--- src/hw/rtl/assert_macros.svh ---
// Assertion macros shared by the RTL of the XMODEM checksum receiver.
// Depends on nothing; users must have signals named clk and rst_n in scope.
`ifndef ASSERT_MACROS_SVH
`define ASSERT_MACROS_SVH

// Same-cycle implication, checked on every rising edge outside reset.
`define XMCR_ASSERT_SAME(label, ante, cons, msg) \
    label: assert property (@(posedge clk) disable iff (!rst_n) (ante) |-> (cons)) \
        else $error(msg);

// Next-cycle implication, checked on every rising edge outside reset.
`define XMCR_ASSERT_NEXT(label, ante, cons, msg) \
    label: assert property (@(posedge clk) disable iff (!rst_n) (ante) |=> (cons)) \
        else $error(msg);

`endif

--- src/hw/rtl/xmcr_pkg.sv ---
// Package for the XMODEM checksum receiver: sizes, protocol codes,
// phase type, result type and the offset helper. Depends on nothing.
package xmcr_pkg;

    localparam int COUNT_WIDTH   = 24;
    localparam int PAYLOAD_BYTES = 128;
    localparam int OFFSET_W      = 24;
    localparam int IDX_W         = $clog2(PAYLOAD_BYTES + 4);
    localparam int SUM_W         = (COUNT_WIDTH > OFFSET_W) ? COUNT_WIDTH : OFFSET_W;

    // Packet byte positions: sequence, complement, first payload, checksum.
    localparam logic [IDX_W-1:0] IDX_SEQ   = IDX_W'(1);
    localparam logic [IDX_W-1:0] IDX_CMPL  = IDX_W'(2);
    localparam logic [IDX_W-1:0] IDX_DATA  = IDX_W'(3);
    localparam logic [IDX_W-1:0] IDX_CHECK = IDX_W'(PAYLOAD_BYTES + 3);

    localparam logic [COUNT_WIDTH-1:0] COUNT_MAX   = {COUNT_WIDTH{1'b1}};
    localparam logic [COUNT_WIDTH-1:0] COUNT_STEP  = COUNT_WIDTH'(PAYLOAD_BYTES);
    localparam logic [COUNT_WIDTH-1:0] COUNT_LIMIT = COUNT_MAX - COUNT_STEP;

    localparam logic [7:0] CODE_SOH = 8'h01;
    localparam logic [7:0] CODE_EOT = 8'h04;
    localparam logic [7:0] CODE_ACK = 8'h06;
    localparam logic [7:0] CODE_NAK = 8'h15;
    localparam logic [7:0] CODE_CAN = 8'h18;

    localparam logic KIND_BYTE    = 1'b0;
    localparam logic KIND_TIMEOUT = 1'b1;
    localparam logic OUT_REPLY    = 1'b0;
    localparam logic OUT_PAYLOAD  = 1'b1;

    typedef enum logic [1:0] {
        PH_IDLE   = 2'd0,
        PH_PACKET = 2'd1,
        PH_DROP   = 2'd2
    } phase_t;

    typedef struct packed {
        logic                out_kind;
        logic [7:0]          out_byte;
        logic [OFFSET_W-1:0] out_offset;
        logic                transfer_done;
        logic                count_overflow;
    } result_t;

    function automatic logic [OFFSET_W-1:0] to_offset(input logic [COUNT_WIDTH-1:0] count);
        logic [SUM_W-1:0] wide;
        wide = SUM_W'(count);
        return wide[OFFSET_W-1:0];
    endfunction

endpackage

--- src/hw/rtl/xmcr_if.sv ---
// Valid/ready channel interfaces of the XMODEM checksum receiver:
// the event channel in and the result channel out. Depends on xmcr_pkg.
interface xmcr_evt_if;
    logic       valid;
    logic       ready;
    logic       kind;
    logic [7:0] rx_byte;

    modport source (output valid, output kind, output rx_byte, input ready);
    modport sink   (input valid, input kind, input rx_byte, output ready);
endinterface

interface xmcr_res_if;
    logic                          valid;
    logic                          ready;
    logic                          out_kind;
    logic [7:0]                    out_byte;
    logic [xmcr_pkg::OFFSET_W-1:0] out_offset;
    logic                          transfer_done;
    logic                          count_overflow;

    modport source (output valid, output out_kind, output out_byte, output out_offset,
                    output transfer_done, output count_overflow, input ready);
    modport sink   (input valid, input out_kind, input out_byte, input out_offset,
                    input transfer_done, input count_overflow, output ready);
endinterface

--- src/hw/rtl/xmodem_checksum_receiver.sv ---
// Top level of the XMODEM receiver with 8-bit additive checksum.
// Depends on xmcr_pkg, the interfaces in xmcr_if.sv and assert_macros.svh.
//
//   channel | dir | beat carries
//   --------+-----+---------------------------------------------------------
//   evt     | in  | kind (byte or timeout), rx_byte
//   res     | out | out_kind, out_byte, out_offset, transfer_done,
//           |     | count_overflow
//
// One event beat is taken per cycle while evt.ready is high. A beat waits in
// the input register, is decoded there, and its result (if any) is captured
// in the output register at the edge where the beat leaves the input register.
// All control state resets asynchronously on rst_n low.
// A stalled result holds the output register; the held event then waits
// in the input register, and evt.ready drops only when both are full.

`include "assert_macros.svh"

module xmodem_checksum_receiver (
    input  logic              clk,
    input  logic              rst_n,
    xmcr_evt_if.sink          evt,
    xmcr_res_if.source        res
);

    // Input register: one event waiting to be decoded.
    logic       in_valid_reg;
    logic       in_kind_reg;
    logic [7:0] in_byte_reg;

    // Protocol state.
    xmcr_pkg::phase_t                   phase_reg, phase_next;
    logic [xmcr_pkg::IDX_W-1:0]         packet_index_reg, packet_index_next;
    logic [7:0]                         expected_seq_reg, expected_seq_next;
    logic [xmcr_pkg::COUNT_WIDTH-1:0]   committed_count_reg, committed_count_next;
    logic [7:0]                         running_sum_reg, running_sum_next;
    logic                               header_ok_reg, header_ok_next;
    logic                               packet_seen_reg, packet_seen_next;

    // Output register.
    logic                               out_valid_reg, out_valid_next;
    xmcr_pkg::result_t                  out_reg, out_next;

    logic                               proc_fire;
    logic                               in_ready;
    logic                               is_timeout;
    logic [xmcr_pkg::COUNT_WIDTH-1:0]   commit_count;
    logic                               count_full;
    logic                               checksum_good;

    // The held event is decoded when the output register can take its result.
    assign proc_fire  = in_valid_reg && (!out_valid_reg || res.ready);
    assign in_ready   = !in_valid_reg || proc_fire;
    assign evt.ready  = in_ready;
    assign is_timeout = (in_kind_reg == xmcr_pkg::KIND_TIMEOUT);

    // Count after a good packet, saturating at the top of the counter.
    assign commit_count  = (committed_count_reg > xmcr_pkg::COUNT_LIMIT)
                         ? xmcr_pkg::COUNT_MAX
                         : committed_count_reg + xmcr_pkg::COUNT_STEP;
    assign count_full    = (committed_count_reg == xmcr_pkg::COUNT_MAX);
    assign checksum_good = header_ok_reg && (in_byte_reg == running_sum_reg);

    always_ff @(posedge clk or negedge rst_n)
    begin
        if (!rst_n)
        begin
            in_valid_reg <= 1'b0;
        end
        else if (in_ready)
        begin
            in_valid_reg <= evt.valid;
        end
    end

    always_ff @(posedge clk)
    begin
        if (in_ready && evt.valid)
        begin
            in_kind_reg <= evt.kind;
            in_byte_reg <= evt.rx_byte;
        end
    end

    // Next protocol state.
    always_comb
    begin
        phase_next           = phase_reg;
        packet_index_next    = packet_index_reg;
        expected_seq_next    = expected_seq_reg;
        committed_count_next = committed_count_reg;
        running_sum_next     = running_sum_reg;
        header_ok_next       = header_ok_reg;
        packet_seen_next     = packet_seen_reg;
        if (proc_fire)
        begin
            unique case (phase_reg)
                xmcr_pkg::PH_PACKET:
                begin
                    priority if (is_timeout)
                    begin
                        phase_next        = xmcr_pkg::PH_IDLE;
                        packet_index_next = '0;
                    end
                    else if (packet_index_reg == xmcr_pkg::IDX_SEQ)
                    begin
                        header_ok_next    = (in_byte_reg == expected_seq_reg);
                        packet_index_next = xmcr_pkg::IDX_CMPL;
                    end
                    else if (packet_index_reg == xmcr_pkg::IDX_CMPL)
                    begin
                        header_ok_next    = header_ok_reg && (in_byte_reg == ~expected_seq_reg);
                        packet_index_next = xmcr_pkg::IDX_DATA;
                    end
                    else if (packet_index_reg < xmcr_pkg::IDX_CHECK)
                    begin
                        running_sum_next  = running_sum_reg + in_byte_reg;
                        packet_index_next = packet_index_reg + 1'b1;
                    end
                    else
                    begin
                        packet_index_next = '0;
                        if (checksum_good)
                        begin
                            committed_count_next = commit_count;
                            expected_seq_next    = expected_seq_reg + 8'd1;
                            phase_next           = xmcr_pkg::PH_IDLE;
                        end
                        else
                        begin
                            phase_next = xmcr_pkg::PH_DROP;
                        end
                    end
                end
                xmcr_pkg::PH_DROP:
                begin
                    if (is_timeout)
                    begin
                        phase_next = xmcr_pkg::PH_IDLE;
                    end
                end
                default:
                begin
                    // Idle, and any unused phase code, which behaves as idle.
                    phase_next = xmcr_pkg::PH_IDLE;
                    if (!is_timeout)
                    begin
                        priority if (in_byte_reg == xmcr_pkg::CODE_SOH)
                        begin
                            phase_next        = xmcr_pkg::PH_PACKET;
                            packet_index_next = xmcr_pkg::IDX_SEQ;
                            running_sum_next  = 8'd0;
                            header_ok_next    = 1'b0;
                            packet_seen_next  = 1'b1;
                        end
                        else if (in_byte_reg == xmcr_pkg::CODE_EOT ||
                                 in_byte_reg == xmcr_pkg::CODE_CAN)
                        begin
                            // Both end the transfer and start over as after reset.
                            packet_index_next    = '0;
                            expected_seq_next    = 8'd1;
                            committed_count_next = '0;
                            running_sum_next     = 8'd0;
                            header_ok_next       = 1'b0;
                            packet_seen_next     = 1'b0;
                        end
                        else
                        begin
                            phase_next = xmcr_pkg::PH_IDLE;
                        end
                    end
                end
            endcase
        end
    end

    // Result of the held event.
    always_comb
    begin
        out_valid_next          = 1'b0;
        out_next.out_kind       = xmcr_pkg::OUT_REPLY;
        out_next.out_byte       = xmcr_pkg::CODE_NAK;
        out_next.out_offset     = xmcr_pkg::to_offset(committed_count_reg);
        out_next.transfer_done  = 1'b0;
        out_next.count_overflow = count_full;
        unique case (phase_reg)
            xmcr_pkg::PH_PACKET:
            begin
                priority if (is_timeout)
                begin
                    out_valid_next = 1'b1;
                end
                else if (packet_index_reg == xmcr_pkg::IDX_SEQ ||
                         packet_index_reg == xmcr_pkg::IDX_CMPL)
                begin
                    out_valid_next = 1'b0;
                end
                else if (packet_index_reg < xmcr_pkg::IDX_CHECK)
                begin
                    // Tentative write at the committed count plus payload index.
                    out_valid_next      = 1'b1;
                    out_next.out_kind   = xmcr_pkg::OUT_PAYLOAD;
                    out_next.out_byte   = in_byte_reg;
                    out_next.out_offset = xmcr_pkg::to_offset(committed_count_reg)
                        + xmcr_pkg::OFFSET_W'(packet_index_reg - xmcr_pkg::IDX_DATA);
                end
                else if (checksum_good)
                begin
                    out_valid_next          = 1'b1;
                    out_next.out_byte       = xmcr_pkg::CODE_ACK;
                    out_next.out_offset     = xmcr_pkg::to_offset(commit_count);
                    out_next.count_overflow = (commit_count == xmcr_pkg::COUNT_MAX);
                end
                else
                begin
                    out_valid_next = 1'b0;
                end
            end
            xmcr_pkg::PH_DROP:
            begin
                out_valid_next = is_timeout;
            end
            default:
            begin
                priority if (!is_timeout && in_byte_reg == xmcr_pkg::CODE_SOH)
                begin
                    out_valid_next = 1'b0;
                end
                else if (!is_timeout && in_byte_reg == xmcr_pkg::CODE_EOT)
                begin
                    // Reports the final count before the restart clears it.
                    out_valid_next         = 1'b1;
                    out_next.out_byte      = xmcr_pkg::CODE_ACK;
                    out_next.transfer_done = 1'b1;
                end
                else if (!is_timeout && in_byte_reg == xmcr_pkg::CODE_CAN)
                begin
                    out_valid_next          = 1'b1;
                    out_next.out_byte       = xmcr_pkg::CODE_ACK;
                    out_next.out_offset     = '0;
                    out_next.count_overflow = 1'b0;
                end
                else
                begin
                    // Before the first packet, anything else is answered by NAK;
                    // after one, it is ignored so no old reply is repeated.
                    out_valid_next = !packet_seen_reg;
                end
            end
        endcase
    end

    always_ff @(posedge clk or negedge rst_n)
    begin
        if (!rst_n)
        begin
            phase_reg           <= xmcr_pkg::PH_IDLE;
            packet_index_reg    <= '0;
            expected_seq_reg    <= 8'd1;
            committed_count_reg <= '0;
            running_sum_reg     <= 8'd0;
            header_ok_reg       <= 1'b0;
            packet_seen_reg     <= 1'b0;
            out_valid_reg       <= 1'b0;
        end
        else
        begin
            phase_reg           <= phase_next;
            packet_index_reg    <= packet_index_next;
            expected_seq_reg    <= expected_seq_next;
            committed_count_reg <= committed_count_next;
            running_sum_reg     <= running_sum_next;
            header_ok_reg       <= header_ok_next;
            packet_seen_reg     <= packet_seen_next;
            if (proc_fire)
            begin
                out_valid_reg <= out_valid_next;
            end
            else if (res.ready)
            begin
                out_valid_reg <= 1'b0;
            end
        end
    end

    always_ff @(posedge clk)
    begin
        if (proc_fire)
        begin
            out_reg <= out_next;
        end
    end

    assign res.valid          = out_valid_reg;
    assign res.out_kind       = out_reg.out_kind;
    assign res.out_byte       = out_reg.out_byte;
    assign res.out_offset     = out_reg.out_offset;
    assign res.transfer_done  = out_reg.transfer_done;
    assign res.count_overflow = out_reg.count_overflow;

    // The end-of-transfer flag only ever rides on an ACK reply.
    `XMCR_ASSERT_SAME(a_done_is_ack, res.valid && res.transfer_done,
        res.out_kind == xmcr_pkg::OUT_REPLY && res.out_byte == xmcr_pkg::CODE_ACK,
        "transfer_done on a beat that is not an ACK reply")
    // A dropped packet has already rewound its byte index.
    `XMCR_ASSERT_SAME(a_drop_index_clear, phase_reg == xmcr_pkg::PH_DROP,
        packet_index_reg == '0, "packet index not cleared while dropping")
    // Payload writes come only from the packet phase.
    `XMCR_ASSERT_NEXT(a_payload_from_packet,
        proc_fire && out_valid_next && out_next.out_kind == xmcr_pkg::OUT_PAYLOAD,
        $past(phase_reg) == xmcr_pkg::PH_PACKET, "payload write outside a packet")

endmodule

--- src/flat_wrapper.sv ---
// flat-port wrapper written by rule: the top's interface ports become plain ports
module xmodem_checksum_receiver_flat 
  (clk, rst_n, evt_valid, evt_kind, evt_rx_byte, evt_ready, res_valid, res_out_kind, res_out_byte, res_out_offset, res_transfer_done, res_count_overflow, res_ready);
  xmcr_evt_if evt_i ();
  xmcr_res_if res_i ();
  input  logic clk;
  input  logic rst_n;
  input wire logic [$bits(evt_i.valid)-1:0] evt_valid;
  input wire logic [$bits(evt_i.kind)-1:0] evt_kind;
  input wire logic [$bits(evt_i.rx_byte)-1:0] evt_rx_byte;
  output wire logic [$bits(evt_i.ready)-1:0] evt_ready;
  output wire logic [$bits(res_i.valid)-1:0] res_valid;
  output wire logic [$bits(res_i.out_kind)-1:0] res_out_kind;
  output wire logic [$bits(res_i.out_byte)-1:0] res_out_byte;
  output wire logic [$bits(res_i.out_offset)-1:0] res_out_offset;
  output wire logic [$bits(res_i.transfer_done)-1:0] res_transfer_done;
  output wire logic [$bits(res_i.count_overflow)-1:0] res_count_overflow;
  input wire logic [$bits(res_i.ready)-1:0] res_ready;
  assign evt_i.valid = evt_valid;
  assign evt_i.kind = evt_kind;
  assign evt_i.rx_byte = evt_rx_byte;
  assign evt_ready = evt_i.ready;
  assign res_valid = res_i.valid;
  assign res_out_kind = res_i.out_kind;
  assign res_out_byte = res_i.out_byte;
  assign res_out_offset = res_i.out_offset;
  assign res_transfer_done = res_i.transfer_done;
  assign res_count_overflow = res_i.count_overflow;
  assign res_i.ready = res_ready;
  xmodem_checksum_receiver u_core (.clk(clk), .rst_n(rst_n), .evt(evt_i), .res(res_i));
endmodule
--- config.mk ---
export PLATFORM = sky130hd
export DESIGN_NAME = xmodem_checksum_receiver_flat
export DESIGN_NICKNAME = d
export VERILOG_FILES = /design/src/hw/rtl/xmcr_pkg.sv /design/src/hw/rtl/xmcr_if.sv /design/src/hw/rtl/xmodem_checksum_receiver.sv /design/src/flat_wrapper.sv
export VERILOG_INCLUDE_DIRS = /design/src /design/src/hw/rtl
export SDC_FILE = /design/constraint.sdc
export NUM_CORES = 1
export LEC_CHECK = 0
export ABC_AREA = 1
export BUFFER_PORTS_ARGS = -buffer_cell sky130_fd_sc_hd__buf_4
export CAP_MARGIN = 40
export CORE_ASPECT_RATIO = 1.2
export CORE_MARGIN = 10
export CORE_UTILIZATION = 54
export DETAILED_ROUTE_END_ITERATION = 7
export PLACE_DENSITY = 0.72
export SYNTH_ARGS = -nofsm -noshare
export SYNTH_HDL_FRONTEND = slang
export SYNTH_SLANG_ARGS = --single-unit
export TNS_END_PERCENT = 100
--- constraint.sdc ---
create_clock -name clk -period 3.7 [get_ports clk]
set_input_delay 0 -clock clk [delete_from_list [all_inputs] [get_ports clk]]
set_output_delay 0 -clock clk [all_outputs]
set_load 0.01 [all_outputs]
==> implementation parameters <==
Parameter                              Value

Floorplanning
  Io pins ... 50
  Starting density of the core ... between 50% and 60%
  Standard-cell rows ... 48
  Core region area ... 14300 sq um
  Die Ht ... 152 um
  Area enclosed by the die boundary ... 19800 sq um
  Die span in x ... between 100 and 150 um

STA
  Least-Margin Pin Slew ... 0.771 ns
  Time the worst path needs with I/O delays and setup ... 3.12 ns
  Unrepaired setup endpoints after global routing ... false
  Post-route setup TNS ... 0 ns
  Final WS setup ... 0.576 ns
  Worst clock skew on the final layout ... 0.0105 ns
  Total setup violations reported at the end of the flow ... 0
  Max-slew headroom ... 48.6%
  Hold violation total from the final report ... 0
  Portion of the clock cycle consumed by the worst path in the final layout ... 84.4%
  Number of slew-limit violations in the final report ... 0
  Max Clk Rate ... 0.320 GHz

Global routing
  Vias in the first global route ... around 7.4k
  Largest net degree at the start of global routing ... 55
  Global-route wire length before repair ... 38.3 mm
  Total track usage ... about 24%
  Initial antenna violation count ... 0
  Remaining global-route overflow ... 0

Drt
  Remaining antenna violation count ... 0
  Average routed wire per standard cell ... 17.9 um
  Number of vias per cell ... ~5.8
  Violation count after the first detailed-routing iteration ... 774
  Routed WL ... 24.2 mm
  First drt pass iteration count ... 5
  DRC violation count after routing ... 0
  Total via count in the routed design ... 7816

Worst setup path
  Cell mode on critical path ... sky130_fd_sc_hd__nand2_1
  Cell breakdown of the critical path ... ha_1, nor2_1, nand2_2, nor2_1, buf_4, ha_1, nand2_1, inv_1, nand2_1, nand2_1, a21oi_1, nand2_1, nand2_1, nand2_1, nand2_1, nand3_1, nand2_1, nand2_1, nand2_1, nand2_1
  Length in cells of the worst reg-to-reg path ... 20
  Delay-heaviest family, CP ... simple AND/OR/NAND/NOR gates
  Nature of the critical path startpoint ... flop
  Type of element capturing the critical path ... flop
  Required time at the worst-slack endpoint ... approximately 3.8 ns
  Reg-to-reg slack, setup ... 0.58 ns
  Top fanout value on the critical path ... 16
  Number of logic stages on the critical path including buffering ... 20
  Worst Path Buf+Inv ... 2
  Crit path kind ... reg -> reg
  Max stage delay on crit path ... between 0.4 and 0.5 ns
  Worst path slowest cell ... sky130_fd_sc_hd__dfrtp_1
  WP data arrival ... 3.24 ns

Pwr
  Clk network pwr share ... 23.0%
  LEAKAGE ... 0.00439 uW
  Share of power burned in combinational logic ... 40.1%
  Internal cell power ... roughly 2500 uW
  IR drop worst, VDD ... 380 uV
  Register share of total power ... 36.9%
  Switching share of power ... 40.3%
  NetSw ... 1690 uW
  Total power consumption of the routed design ... 4180 uW
  Power density of the placed cells ... 477 nW/um^2

Outcome
  Run status ... completed

Clock tree
  Worst skew pair latency ... 0.36 ns
  Clk root buf ... sky130_fd_sc_hd__clkbuf_16
  Number of buffers created by CTS ... 9
  # Post-CTS Setup Buffers ... 0
  Count of hold-fix buffers inserted at cts ... 13
  Number of clock sinks ... 98
  CTS H-tree depth ... 3
  Number of cells upsized or downsized after cts ... 0
  Largest buffer count on any clock path ... 2
  Clock edge transition at the registers on the reported setup and hold paths ... 0.07 ns
  Clock tree from TritonCTS ... done

Placement
  Placer Congestion ... slightly above 1
  HPWL after detailed placement ... 18.0 mm
  Setup slack after placement ... between 0.6 and 0.7 ns
  Port bufs ... 49

Synth
  Flop and latch count out of synthesis ... 98
  Post-synthesis async set-or-reset flop share ... approximately 55%
  Number of instances in the synthesized netlist ... between 1k and 1.5k
  Synth warn ... 0
  Synth cell types ... 52
  Share of synthesized area occupied by flip-flops and latches ... 34.1%
  Count of flip-flops with a built-in enable after synthesis ... 44
  Most instantiated flip-flop cell in the synthesis netlist ... sky130_fd_sc_hd__dfrtp_1
  Largest cells by area after synthesis ... sky130_fd_sc_hd__dfrtp_1 (17%), sky130_fd_sc_hd__edfxtp_1 (17%), sky130_fd_sc_hd__nand2_1 (16%)
  Share of the synthesized area in the top cell type ... between 10% and 20%
  Cell type with the highest aggregate area in the netlist ... sky130_fd_sc_hd__dfrtp_1
  Mean instance size in the synthesized netlist ... around 7.0 sq um
  Netlist Area Pre-Place ... 7850 sq um
  Syn Nets ... 1173
  Most frequent cells after synthesis ... sky130_fd_sc_hd__nand2_1 (329), sky130_fd_sc_hd__inv_1 (133), sky130_fd_sc_hd__nand3_1 (83)
  Most used standard cell by instance count after synthesis ... sky130_fd_sc_hd__nand2_1

Final layout
  Number of diodes ... 0
  Count of filler cells inserted in the layout ... 1361
  Proportion of layout cells with a drive suffix above 1 ... 11.1%
  Area growth syn-to-layout ... 11.8%
  Finished Core Util ... 61.4%
  Net total in the final layout ... 1224

Min path
  Worst min-delay path category ... in -> async

Run
  MaxCap Viol Count ... 0
-- logic make-up after synthesis --
family	count (synthesis)	share of synthesized area [%]
buffers and inverters	181	9.12
AO/OA/AOI/OAI	203	14.9
XOR/XNOR	32	3.57
flip-flops	98	34.1
adder cells (fa/ha/maj)	39	6.41
AND/OR/NAND/NOR	568	31.9
-- cell usage in the layout (no fill, tap or decap), drive strengths merged, types with 13 or more instances in the layout --
master,count
nand2,339
nor2,90
dfrtp,53
o21ai,88
nor3,25
nand3,86
dlygate4sd3,13
o22ai,15
xor2,24
a21oi,63
ha,37
nand4,17
edfxtp,44
inv,150
buf,57
-- final timing paths --
check / endpoint / start
max reg2reg: u_core.res.out_offset[19] / u_core.packet_index_reg[0]
min reg2reg: u_core.packet_seen_reg / u_core.packet_seen_reg
max: u_core.res.out_offset[19] / u_core.packet_index_reg[0]
min in group clk: u_core.in_kind_reg / evt_kind
max in group asynchronous: u_core.packet_index_reg[3] / rst_n
min: u_core.running_sum_reg[2] / rst_n
-- power by group through the flow --
| stage | combinational, uW | sequential (uW) | clock, uW |
|---|---|---|---|
| global placement | 1620 | 1560 | 0 |
| finish | 1680 | 1550 | 962 |
| global route | 1870 | 1570 | 1020 |
| floorplan | 1030 | 1590 | 0 |
| detailed placement | 1640 | 1560 | 0 |
| CTS | 1660 | 1540 | 977 |
-- worst register-to-register path, cell delays in order, from the launching register on --
cell,delay [ns]
sky130_fd_sc_hd__dfrtp_1,0.44
sky130_fd_sc_hd__ha_1,0.26
sky130_fd_sc_hd__nor2_1,0.17
sky130_fd_sc_hd__nand2_2,0.09
sky130_fd_sc_hd__nor2_1,0.11
sky130_fd_sc_hd__buf_4,0.25
sky130_fd_sc_hd__ha_1,0.33
sky130_fd_sc_hd__nand2_1,0.16
sky130_fd_sc_hd__inv_1,0.05
sky130_fd_sc_hd__nand2_1,0.06
sky130_fd_sc_hd__nand2_1,0.09
sky130_fd_sc_hd__a21oi_1,0.17
sky130_fd_sc_hd__nand2_1,0.14
sky130_fd_sc_hd__nand2_1,0.11
sky130_fd_sc_hd__nand2_1,0.06
sky130_fd_sc_hd__nand2_1,0.06
sky130_fd_sc_hd__nand3_1,0.07
sky130_fd_sc_hd__nand2_1,0.11
sky130_fd_sc_hd__nand2_1,0.05
sky130_fd_sc_hd__nand2_1,0.06
sky130_fd_sc_hd__nand2_1,0.05
-- routing by layer --
metal	wire (um)	vias to the layer above	track usage, %
li1	-	3816	-
met3	1690	72	4.94
met2	11900	304	40.6
met4	1020	0	11.6
met1	9550	3624	29.0
met5	0	-	0
-- final cells by class --
cell class / instances / area [sq um] / share of cell area, %
clock buffer: 10 / 229 / 2.61
inverter: 151 / 567 / 6.46
timing repair buffer: 70 / 558 / 6.36
tap: 175 / 219 / 2.50
clock inverter: 6 / 65.1 / 0.742
multi-input combinational: 842 / 4460 / 50.8
sequential: 98 / 2670 / 30.5
-- stage by stage --
stage,area [sq um],hold WS [ns],std cells
2_1_floorplan,7850,-0.296,1121
3_3_place_gp,8340,0.121,1322
3_5_place_dp,8350,0.122,1323
4_1_cts,8770,0.277,1352
5_1_grt,8770,0.309,1352
6_report,8770,0.226,1352
Note: power is estimated with default switching activity, not from simulation.
